$ cat config.mk
export PLATFORM = sky130hd
export DESIGN_NAME = script_pushdata_tokenizer_top
export DESIGN_NICKNAME = d
export VERILOG_FILES = /design/src/rtl/core/spt_pkg.sv /design/src/rtl/core/spt_step.sv /design/src/rtl/core/script_pushdata_tokenizer_top.sv
export SDC_FILE = /design/constraint.sdc
export NUM_CORES = 1
export LEC_CHECK = 0
export ABC_AREA = 0
export BUFFER_PORTS_ARGS = -buffer_cell sky130_fd_sc_hd__buf_2
export CAP_MARGIN = 20
export CORE_MARGIN = 2
export CORE_UTILIZATION = 54
export DETAILED_ROUTE_END_ITERATION = 7
export PLACE_DENSITY = 0.88
export SYNTH_ARGS = -nofsm -noshare
export SYNTH_HDL_FRONTEND = slang
export SYNTH_SLANG_ARGS = --single-unit
$ cat constraint.sdc
create_clock -name clk -period 4.6 [get_ports clk]
set_clock_uncertainty 0.1 [all_clocks]
set_input_delay 0.46 -clock clk [delete_from_list [all_inputs] [get_ports clk]]
set_output_delay 0.46 -clock clk [all_outputs]
set_load 0.01 [all_outputs]
$ cat src/rtl/core/spt_pkg.sv
`default_nettype none

package spt_pkg;

	localparam int unsigned CFG_IDX_W = 1;
	localparam int unsigned CFG_DATA_W = 16;

	localparam logic [CFG_IDX_W-1:0] REG_MAX_WIDTH = 1'b0;
	localparam logic [CFG_IDX_W-1:0] REG_MAX_COUNT = 1'b1;

	localparam logic [15:0] MAX_WIDTH_RST = 16'd1024;
	localparam logic [15:0] MAX_COUNT_RST = 16'd1000;

	localparam logic [7:0] OP_PUSH_FIRST = 8'h01;
	localparam logic [7:0] OP_PUSH_LAST  = 8'h4b;
	localparam logic [7:0] OP_LEN1_PUSH  = 8'h4c;
	localparam logic [7:0] OP_LEN2_PUSH  = 8'h4d;
	localparam logic [7:0] OP_LEN4_PUSH  = 8'h4e;

	typedef enum logic [4:0] {
		PH_OPCODE  = 5'b00001,
		PH_LEN1    = 5'b00010,
		PH_LEN2_LO = 5'b00100,
		PH_LEN2_HI = 5'b01000,
		PH_DATA    = 5'b10000
	} phase_t;

	typedef enum logic [1:0] {
		KIND_OP    = 2'd0,
		KIND_DATA  = 2'd1,
		KIND_EMPTY = 2'd2,
		KIND_ERR   = 2'd3
	} kind_t;

	typedef enum logic [2:0] {
		ERR_NONE  = 3'd0,
		ERR_PD4   = 3'd1,
		ERR_TRUNC = 3'd2,
		ERR_WIDE  = 3'd3,
		ERR_COUNT = 3'd4
	} err_t;

	typedef struct packed {
		phase_t      phase;
		logic [15:0] bytes_left;
		logic [15:0] cur_width;
		logic [7:0]  len_low;
		logic [15:0] frame_cnt;
		logic        err_latched;
		err_t        err_code;
	} state_t;

	typedef struct packed {
		kind_t       kind;
		logic [7:0]  value;
		logic [15:0] width;
		logic [15:0] number;
		logic        frame_end;
		err_t        code;
		logic        done;
	} tok_t;

	localparam state_t ST_RESET = '{
		phase:       PH_OPCODE,
		bytes_left:  16'd0,
		cur_width:   16'd0,
		len_low:     8'd0,
		frame_cnt:   16'd0,
		err_latched: 1'b0,
		err_code:    ERR_NONE
	};

endpackage

`default_nettype wire

$ cat src/rtl/core/spt_step.sv
`default_nettype none

module spt_step (
	input  spt_pkg::state_t st,
	input  logic [15:0]     max_width,
	input  logic [15:0]     max_count,
	input  logic [7:0]      in_byte,
	input  logic            eop,
	output spt_pkg::state_t nxt,
	output logic            emit,
	output spt_pkg::tok_t   tok
);

	logic            raise;
	spt_pkg::err_t   rcode;
	logic            push;
	logic [15:0]     pw;

	always_comb begin
		nxt   = st;
		emit  = 1'b0;
		tok   = '{kind: spt_pkg::KIND_OP, value: 8'd0, width: 16'd0, number: st.frame_cnt,
			frame_end: 1'b0, code: spt_pkg::ERR_NONE, done: eop};
		raise = 1'b0;
		rcode = spt_pkg::ERR_NONE;
		push  = 1'b0;
		pw    = {8'h00, in_byte};

		if (st.err_latched) begin
			if (eop) begin
				emit     = 1'b1;
				tok.kind = spt_pkg::KIND_ERR;
				tok.code = st.err_code;
			end
		end else begin
			unique case (st.phase)
				spt_pkg::PH_OPCODE: begin
					priority if (st.frame_cnt >= max_count) begin
						raise = 1'b1;
						rcode = spt_pkg::ERR_COUNT;
					end else if (in_byte >= spt_pkg::OP_PUSH_FIRST &&
							in_byte <= spt_pkg::OP_PUSH_LAST) begin
						push = 1'b1;
					end else if (in_byte == spt_pkg::OP_LEN1_PUSH ||
							in_byte == spt_pkg::OP_LEN2_PUSH) begin
						if (eop) begin
							raise = 1'b1;
							rcode = spt_pkg::ERR_TRUNC;
						end else if (in_byte == spt_pkg::OP_LEN1_PUSH) begin
							nxt.phase = spt_pkg::PH_LEN1;
						end else begin
							nxt.phase = spt_pkg::PH_LEN2_LO;
						end
					end else if (in_byte == spt_pkg::OP_LEN4_PUSH) begin
						raise = 1'b1;
						rcode = spt_pkg::ERR_PD4;
					end else begin
						emit          = 1'b1;
						tok.kind      = spt_pkg::KIND_OP;
						tok.value     = in_byte;
						tok.width     = 16'd1;
						tok.frame_end = 1'b1;
						nxt.frame_cnt = st.frame_cnt + 16'd1;
					end
				end
				spt_pkg::PH_LEN1: begin
					push = 1'b1;
				end
				spt_pkg::PH_LEN2_LO: begin
					if (eop) begin
						raise = 1'b1;
						rcode = spt_pkg::ERR_TRUNC;
					end else begin
						nxt.len_low = in_byte;
						nxt.phase   = spt_pkg::PH_LEN2_HI;
					end
				end
				spt_pkg::PH_LEN2_HI: begin
					push = 1'b1;
					pw   = {in_byte, st.len_low};
				end
				spt_pkg::PH_DATA: begin
					emit      = 1'b1;
					tok.kind  = spt_pkg::KIND_DATA;
					tok.value = in_byte;
					tok.width = st.cur_width;
					if (st.bytes_left <= 16'd1) begin
						tok.frame_end  = 1'b1;
						nxt.bytes_left = 16'd0;
						nxt.frame_cnt  = st.frame_cnt + 16'd1;
						nxt.phase      = spt_pkg::PH_OPCODE;
					end else if (eop) begin
						raise = 1'b1;
						rcode = spt_pkg::ERR_TRUNC;
					end else begin
						nxt.bytes_left = st.bytes_left - 16'd1;
					end
				end
				default: begin
					nxt.phase = spt_pkg::PH_OPCODE;
				end
			endcase

			if (push) begin
				priority if (pw == 16'd0) begin
					emit          = 1'b1;
					tok.kind      = spt_pkg::KIND_EMPTY;
					tok.frame_end = 1'b1;
					nxt.frame_cnt = st.frame_cnt + 16'd1;
					nxt.phase     = spt_pkg::PH_OPCODE;
				end else if (pw > max_width) begin
					raise = 1'b1;
					rcode = spt_pkg::ERR_WIDE;
				end else if (eop) begin
					raise = 1'b1;
					rcode = spt_pkg::ERR_TRUNC;
				end else begin
					nxt.cur_width  = pw;
					nxt.bytes_left = pw;
					nxt.phase      = spt_pkg::PH_DATA;
				end
			end

			if (raise) begin
				emit            = 1'b1;
				tok.kind        = spt_pkg::KIND_ERR;
				tok.value       = 8'd0;
				tok.width       = 16'd0;
				tok.frame_end   = 1'b0;
				tok.code        = rcode;
				nxt.err_latched = 1'b1;
				nxt.err_code    = rcode;
			end
		end

		// final byte always closes the program
		if (eop) begin
			nxt = spt_pkg::ST_RESET;
		end
	end

endmodule

`default_nettype wire

$ cat src/rtl/core/script_pushdata_tokenizer_top.sv
// Script push-data tokenizer.
// Input channel (in_valid/in_ready): one script byte per transfer, with
// end_of_program set on the final byte of a program. Output channel
// (out_valid/out_ready): at most one token per input byte: opcode, data
// byte, empty push or error, tagged with frame number and width.
// Configuration: cfg_we writes cfg_data into register cfg_index
// (0 max_frame_width, 1 max_frame_count); write only while idle.
// A byte taken on the input is held in the byte register and is then decoded
// into the output register when the tokenizer advances; a stall can delay it.
// Throughput: one byte per cycle while the receiver does not stall; the byte
// register, the tokenizer state and the output register advance together.
// A stalled receiver holds the output register; the byte register then
// fills and in_ready drops until the token is taken.
// Reset: limits return to 1024 and 1000, the tokenizer returns to the
// opcode phase with frame count zero and no error, and both stages empty.
`default_nettype none

module script_pushdata_tokenizer_top (
	input  wire logic                             clk,
	input  wire logic                             arst_n,
	input  wire logic                             cfg_we,
	input  wire logic [spt_pkg::CFG_IDX_W-1:0]    cfg_index,
	input  wire logic [spt_pkg::CFG_DATA_W-1:0]   cfg_data,
	input  wire logic                             in_valid,
	output logic                                  in_ready,
	input  wire logic [7:0]                       script_byte,
	input  wire logic                             end_of_program,
	output logic                                  out_valid,
	input  wire logic                             out_ready,
	output logic [1:0]                            token_kind,
	output logic [7:0]                            token_value,
	output logic [15:0]                           frame_width,
	output logic [15:0]                           frame_number,
	output logic                                  frame_end,
	output logic [2:0]                            error_code,
	output logic                                  program_done
);

	logic [15:0]     max_width_q;
	logic [15:0]     max_count_q;
	spt_pkg::state_t st_q;
	spt_pkg::state_t st_nxt;
	logic            valid_s1;
	logic [7:0]      byte_s1;
	logic            eop_s1;
	logic            out_valid_q;
	spt_pkg::tok_t   tok_q;
	spt_pkg::tok_t   tok_nxt;
	logic            emit;
	logic            adv;

	always_ff @(posedge clk or negedge arst_n) begin
		if (!arst_n) begin
			max_width_q <= spt_pkg::MAX_WIDTH_RST;
			max_count_q <= spt_pkg::MAX_COUNT_RST;
		end else if (cfg_we) begin
			unique case (cfg_index)
				spt_pkg::REG_MAX_WIDTH: max_width_q <= cfg_data;
				spt_pkg::REG_MAX_COUNT: max_count_q <= cfg_data;
				default: ;
			endcase
		end
	end

	assign adv      = valid_s1 && (!out_valid_q || out_ready);
	assign in_ready = !valid_s1 || adv;

	always_ff @(posedge clk or negedge arst_n) begin
		if (!arst_n) begin
			valid_s1 <= 1'b0;
		end else if (in_ready) begin
			valid_s1 <= in_valid;
		end
	end

	always_ff @(posedge clk) begin
		if (in_ready && in_valid) begin
			byte_s1 <= script_byte;
			eop_s1  <= end_of_program;
		end
	end

	spt_step u_step (
		.st        (st_q),
		.max_width (max_width_q),
		.max_count (max_count_q),
		.in_byte   (byte_s1),
		.eop       (eop_s1),
		.nxt       (st_nxt),
		.emit      (emit),
		.tok       (tok_nxt)
	);

	always_ff @(posedge clk or negedge arst_n) begin
		if (!arst_n) begin
			st_q        <= spt_pkg::ST_RESET;
			out_valid_q <= 1'b0;
		end else begin
			if (adv) begin
				st_q <= st_nxt;
			end
			if (adv) begin
				out_valid_q <= emit;
			end else if (out_ready) begin
				out_valid_q <= 1'b0;
			end
		end
	end

	always_ff @(posedge clk) begin
		if (adv && emit) begin
			tok_q <= tok_nxt;
		end
	end

	assign out_valid    = out_valid_q;
	assign token_kind   = tok_q.kind;
	assign token_value  = tok_q.value;
	assign frame_width  = tok_q.width;
	assign frame_number = tok_q.number;
	assign frame_end    = tok_q.frame_end;
	assign error_code   = tok_q.code;
	assign program_done = tok_q.done;

	a_err_has_code: assert property (@(posedge clk) disable iff (!arst_n)
		out_valid_q && tok_q.kind == spt_pkg::KIND_ERR |-> tok_q.code != spt_pkg::ERR_NONE)
		else $error("error token without code");

	a_ok_no_code: assert property (@(posedge clk) disable iff (!arst_n)
		out_valid_q && tok_q.kind != spt_pkg::KIND_ERR |-> tok_q.code == spt_pkg::ERR_NONE)
		else $error("code on non-error token");

	a_op_width: assert property (@(posedge clk) disable iff (!arst_n)
		out_valid_q && tok_q.kind == spt_pkg::KIND_OP |-> tok_q.width == 16'd1 && tok_q.frame_end)
		else $error("opcode token malformed");

	a_done_clears: assert property (@(posedge clk) disable iff (!arst_n)
		adv && eop_s1 |=> st_q.frame_cnt == 16'd0 && !st_q.err_latched &&
			st_q.phase == spt_pkg::PH_OPCODE)
		else $error("state not cleared after final byte");

	a_eop_emits: assert property (@(posedge clk) disable iff (!arst_n)
		adv && eop_s1 |=> out_valid_q && tok_q.done)
		else $error("final byte gave no closing token");

endmodule

`default_nettype wire
==> impl_metrics.tcl, run 1 <==
set metrics [dict create \
    antenna_left 0 \
    cts_setup_buffers 0 \
    switchingPower_mw 1.48 \
    die_y_um 125 \
    crit_fanout 48 \
    timing.fmax_mhz 241 \
    worstSkewPairLatency_ns 0.43 \
    drv_cap 0 \
    synthTopCellsByCount "dfrtp_1, nand2_1, edfxtp_1, inv_1, o21ai_0" \
    tightest_slew_ns 0.839 \
    p_sw_share_pct 32.7 \
    ys_types 72 \
    setup_viol 0 \
    fin_nets 901 \
    cts_buffer_depth 2 \
    cts-root-buf "clkbuf_16" \
    rsz0062_at_grt "false" \
    r2r_start "st_q[61]" \
    postCtsResizedCells 0 \
    synthAdderAreaFrac_pct 5.50 \
    drtPass1Iterations 6 \
    syn_inst 764 \
    start_kind "flop" \
    power.total_mw 4.53 \
    pre_cts_slack_ns 0.521 \
    rows 44 \
    synth-compound-area-share_pct 15.1 \
    drc 0 \
    clkTransAtPathRegs_ns 0.06 \
    required_ns 4.61 \
    outcome "finished, final reports clean" \
    p_comb_share_pct 25.9 \
    clkPwrFrac_pct 30.8 \
    vias 6286 \
    r2r_cells 12 \
    synthMuxAreaShare_pct 2.67 \
    final_layout_size_suffix_gt1_share_pct 20.6 \
    arrival_ns 4.15 \
    yosys_warnings 0 \
    clock-sinks 155 \
    rrSetupSlack_ns 0.45 \
    leakagePower_nw 4.12 \
    wl_per_cell_um 18.4 \
    synth_xor_area_share_pct 1.32 \
    antenna_found_initial 0 \
    die_x_um 125 \
    synth_most_common_cell "dfrtp_1" \
    synthSimpleGateAreaFrac_pct 18.3 \
    core_um2 14500 \
    min_period_ns 4.15 \
    internal_power_mw 3.05 \
    synth_edf_count 56 \
    synth-main-ff-cell "dfrtp_1" \
    diodes 0 \
    drt_iter0_drc 701 \
    whs_ns 0.00652 \
    htreeDepth 4 \
    dp_hpwl_um 13300 \
    worst_slack_ns 0.453 \
    portBuffers 79 \
    syn_avg_cell_area_um2 10.4 \
    grt_pass1_vias 5998 \
    gp_congestion 0.922 \
    syn_nets 830 \
    area_growth_pct 14.4 \
    async_flop_share_pct 63.9 \
    cts_tree "built" \
    finalHoldViolCount 0 \
    netlist_area_um2 7970 \
    pwr_density_cell_nw_per_um2 497 \
    tns_ns 0 \
    vias_per_cell 6.09 \
    overflow 0 \
    seq_power_share_pct 43.3 \
    grt_max_degree 65 \
    synth.largest_area_cell "dfrtp_1" \
    synth.area.top_cells "dfrtp_1, edfxtp_1, ha_1" \
    cp-end-kind "flop" \
    grt_pass1_wl_um 31500 \
    synth-seq-area-share_pct 52.3 \
    fin_crit_sh_pct 90.1 \
    dieArea_um2 15700 \
    crit_type "reg2reg" \
    cts_buffers 17 \
    fin_util_pct 62.9 \
    reg2reg_to "frame_number[2]" \
    synth_top_family_by_area "simple AND/OR/NAND/NOR gates" \
    max_slew_margin_pct 44.1 \
    synth_top_area_share_pct 28.6 \
    start_util_pct 55.0 \
    grtUsageTotal_pct 25.3 \
    wl_um 19000 \
    io_pins 80 \
    hp-class "in2async" \
    synth-seq-cells 155 \
    cts_hold_buffers 0 \
    finalMaxSlewViolations 0 \
    peakVddDrop_v 0.000296 \
]
==> state kept, by name, summed over array words and instances (netlist names), 2 cells and up <==
signal	cells
token_kind	2
error_code	3
token_value	8
max_width_q	16
frame_width	16
st_q	65
max_count_q	16
byte_s1	8
frame_number	16
==> how the worst max path moves through the flow <==
stage	start	endpoint	slack [ns]
after detailed placement	st_q[61]	frame_number[5]	0.52
after CTS	st_q[61]	frame_number[5]	0.49
final	st_q[61]	frame_number[2]	0.45
after floorplan	st_q[60]	error_code[0]	0.34
after global routing	st_q[64]	frame_number[2]	0.09
after global placement	st_q[61]	frame_number[6]	0.69
==> cell usage in the layout, fill, tap and decap left out, types with 9 or more instances in the layout <==
master / instances
buf_4: 10
nor3_1: 31
a221o_1: 9
nor4_1: 10
a31oi_1: 13
o21ai_0: 47
a21o_1: 12
inv_1: 56
a21oi_1: 30
nor2_1: 31
a211o_1: 9
mux2_2: 18
clkbuf_16: 18
nand2_1: 84
nor3_2: 13
nand3_1: 32
and2_1: 17
edfxtp_1: 56
buf_2: 78
ha_1: 35
a22o_1: 13
and3_1: 17
dfrtp_1: 91
==> layout make-up <==
class	count	area, um^2
Clock buffer	22	475
Multi-Input combinational cell	516	3430
Tap cell	184	230
Inverter	56	210
Timing Repair Buffer	89	485
Clock inverter	10	111
Fill cell	1167	5370
Sequential cell	155	4170
==> through the flow <==
stage,instances,cell area [um^2]
finish,1032,9110
global route,1032,9110
CTS,1032,9110
detailed placement,1000,8530
global placement,1000,8530
floorplan,764,7980
==> per-layer routing <==
layer / up-vias / global-route usage (%) / part of all wire, %
li1: 2917 / - / -
met1: 3007 / 34.3 / 41
met2: 320 / 38.6 / 47
met3: 42 / 7.70 / 9.7
met4: 0 / 9.54 / 2.3
met5: - / 0 / 0
==> power by group through the flow <==
stage               clock [mW]  combinational, mW  sequential [mW]
floorplan                    0              0.757             1.99
global placement             0               1.13             1.97
detailed placement           0               1.16             1.98
CTS                       1.40               1.17             1.96
global route              1.47               1.30             1.99
finish                    1.39               1.17             1.96
==> logic make-up (layout without fill, tap and decap cells) <==
kind of cell,count (synthesis),count (layout)
compound gates,176,176
xor+xnor,12,12
fa+ha+maj,35,35
buf+inv,93,177
flops,155,155
mux,19,19
simple gates,274,274
==> critical path: stages, from the launching register on <==
cell and delay [ns]:
dfrtp_1 0.45, nor3_1 0.27, and3b_1 0.54, and2_1 0.25, ha_1 0.16, nand4_1 0.14
nor3_1 0.31, nand3_1 0.14, o2111ai_1 0.20, o31a_1 0.37, o211ai_2 0.30, a41oi_4 0.26
buf_12 0.29
(Power assumes the default switching activity.)
==> inputs of run 2 (changes only) <==
Settings changed: CORE_UTILIZATION 54 to 55, SYNTH_HIERARCHICAL from default to 1.
==> impl_metrics.tcl, run 2 <==
set metrics [dict create \
    outcome "finished, final reports clean" \
    r2r_cells 15 \
    worstSkewPairLatency_ns 0.43 \
    rsz0062_at_grt "false" \
    wl_per_cell_um 21.0 \
    fin_util_pct 62.4 \
    synthMuxAreaShare_pct 16.5 \
    synth_edf_count 56 \
    synth.area.top_cells "dfrtp_1, edfxtp_1, mux2_4" \
    postCtsResizedCells 0 \
    finalMaxSlewViolations 0 \
    drc 0 \
    synth-seq-cells 155 \
    r2r_start "st_q[64]" \
    overflow 0 \
    rrSetupSlack_ns 0.37 \
    cts_hold_buffers 0 \
    async_flop_share_pct 63.9 \
    syn_avg_cell_area_um2 11.2 \
    grt_pass1_wl_um 37200 \
    synthTopCellsByCount "dfrtp_1, nor2_1, edfxtp_1" \
    final_layout_size_suffix_gt1_share_pct 30.1 \
    tns_ns 0 \
    finalHoldViolCount 0 \
    clock-sinks 155 \
    crit_fanout 30 \
    area_growth_pct 11.9 \
    dpl.cell_count 1083 \
    yosys_warnings 6 \
    synth_top_area_share_pct 24.8 \
    synth-compound-area-share_pct 11.4 \
    hp-class "in2async" \
    synth_top_family_by_area "multiplexers" \
    start_util_pct 55.8 \
    synth_xor_area_share_pct 1.43 \
    synth-seq-area-share_pct 45.4 \
    dieArea_um2 17700 \
    die_x_um 133 \
    synth.largest_area_cell "dfrtp_1" \
    reg2reg_to "frame_width[2]" \
    portBuffers 79 \
    wl_um 23400 \
    fin_nets 948 \
    tightest_slew_ns 1.18 \
    clkTransAtPathRegs_ns 0.07 \
    gp_congestion 0.982 \
    grtUsageTotal_pct 26.9 \
    netlist_area_um2 9180 \
    cts_setup_buffers 0 \
    syn_inst 819 \
    drtPass1Iterations 7 \
    min_period_ns 4.23 \
    final_common_cell "dfrtp_1" \
    cts_tree "built" \
    io_pins 80 \
    leakagePower_nw 4.62 \
    antenna_found_initial 0 \
    syn_nets 885 \
    synth_most_common_cell "dfrtp_1" \
    startpoint "st_q[64]" \
    fillCellCount 1250 \
    arrival_ns 4.23 \
    largest_register "st_q" \
    cts-root-buf "clkbuf_16" \
    cp-end-kind "flop" \
    required_ns 4.61 \
    crit_type "reg2reg" \
    synth-main-ff-cell "dfrtp_1" \
    rows 47 \
    timing.fmax_mhz 237 \
    ys_types 77 \
    die_y_um 133 \
    fin_crit_sh_pct 91.9 \
    cts_buffers 17 \
    setup_viol 0 \
    peakVddDrop_v 0.000309 \
    synthSimpleGateAreaFrac_pct 14.1 \
    htreeDepth 4 \
    antenna_left 0 \
    largest_register_ffs 65 \
    drt_iter0_drc 906 \
    grt_max_degree 68 \
    synthAdderAreaFrac_pct 4.77 \
    pwr_density_cell_nw_per_um2 519 \
    core_um2 16500 \
    max_slew_margin_pct 21.2 \
    vias_per_cell 6.35 \
    stdcell_count 1116 \
    drv_cap 0 \
    dp_hpwl_um 15800 \
    vias 7087 \
    layout_common_cells "dfrtp_1, buf_2, nor2_1" \
    start_kind "flop" \
    grt_pass1_vias 6914 \
    cts_buffer_depth 2 \
]
## run 2: cell type report
| type | count | area, um^2 | share of cell area, % |
|---|---|---|---|
| sequential | 155 | 4170 | 40.6 |
| multi-input combinational | 554 | 4460 | 43.4 |
| clock buffer | 20 | 500 | 4.87 |
| timing repair buffer | 102 | 574 | 5.59 |
| inverter | 52 | 195 | 1.90 |
| clock inverter | 12 | 95.1 | 0.926 |
| antenna | 1 | 2.50 | 0.0244 |
| tap | 220 | 275 | 2.68 |
## run 2: where the power goes
group | leakage, nW | switching (mW) | internal, mW
combinational | 2.50 | 1.07 | 0.767
clock | 0.300 | 0.606 | 0.800
sequential | 1.82 | 0.260 | 1.83
total | 4.62 | 1.94 | 3.40
## run 2: per-layer routing
layer  part of all wire [%]  GRT usage [%]  vias up  wire (um)
met5                      0              0        -          0
met4                    3.9           12.0        0        914
met3                    9.5           6.01       81       2230
met2                     46           42.1      443      10800
met1                     40           36.4     3428       9460
li1                       -              -     3135          -
## run 2: logic make-up after synthesis
group                    after synthesis
AO/OA/AOI/OAI                        139
multiplexers                         120
XOR/XNOR                              15
adder cells (fa/ha/maj)               35
flip-flops                           155
AND/OR/NAND/NOR                      245
buffers and inverters                110
## run 2: how the worst max path moves through the flow
stage	endpoint	slack, ns	cells past startpoint
final	frame_width[2]	0.37	15
after global routing	frame_width[1]	0.09	15
after CTS	frame_width[1]	0.12	15
after detailed placement	frame_width[1]	0.12	15
after global placement	frame_width[1]	0.33	15
after floorplan	error_code[0]	0.01	18
## run 2: per-stage QoR
stage | hold WS (ns) | area [um^2] | setup slack, ns | power [mW]
floorplan | 0.0644 | 9260 | 0.0111 | 3.37
global placement | 0.389 | 9670 | 0.326 | 3.81
detailed placement | 0.393 | 9670 | 0.121 | 3.89
CTS | 0.0836 | 10300 | 0.119 | 5.30
global route | 0.0961 | 10300 | 0.0891 | 5.57
finish | 0.0607 | 10300 | 0.374 | 5.33
## run 2: critical path, stage by stage (launching register included)
cell,delay (ns)
dfrtp_1,0.44
nor3_4,0.23
and3b_2,0.44
mux2i_1,0.36
inv_1,0.09
ha_1,0.32
nand4_1,0.10
nor3_1,0.20
a21boi_2,0.22
o31a_1,0.21
a21oi_2,0.11
o211a_4,0.27
a41oi_1,0.22
nand2_1,0.14
nor2_4,0.14
buf_6,0.30
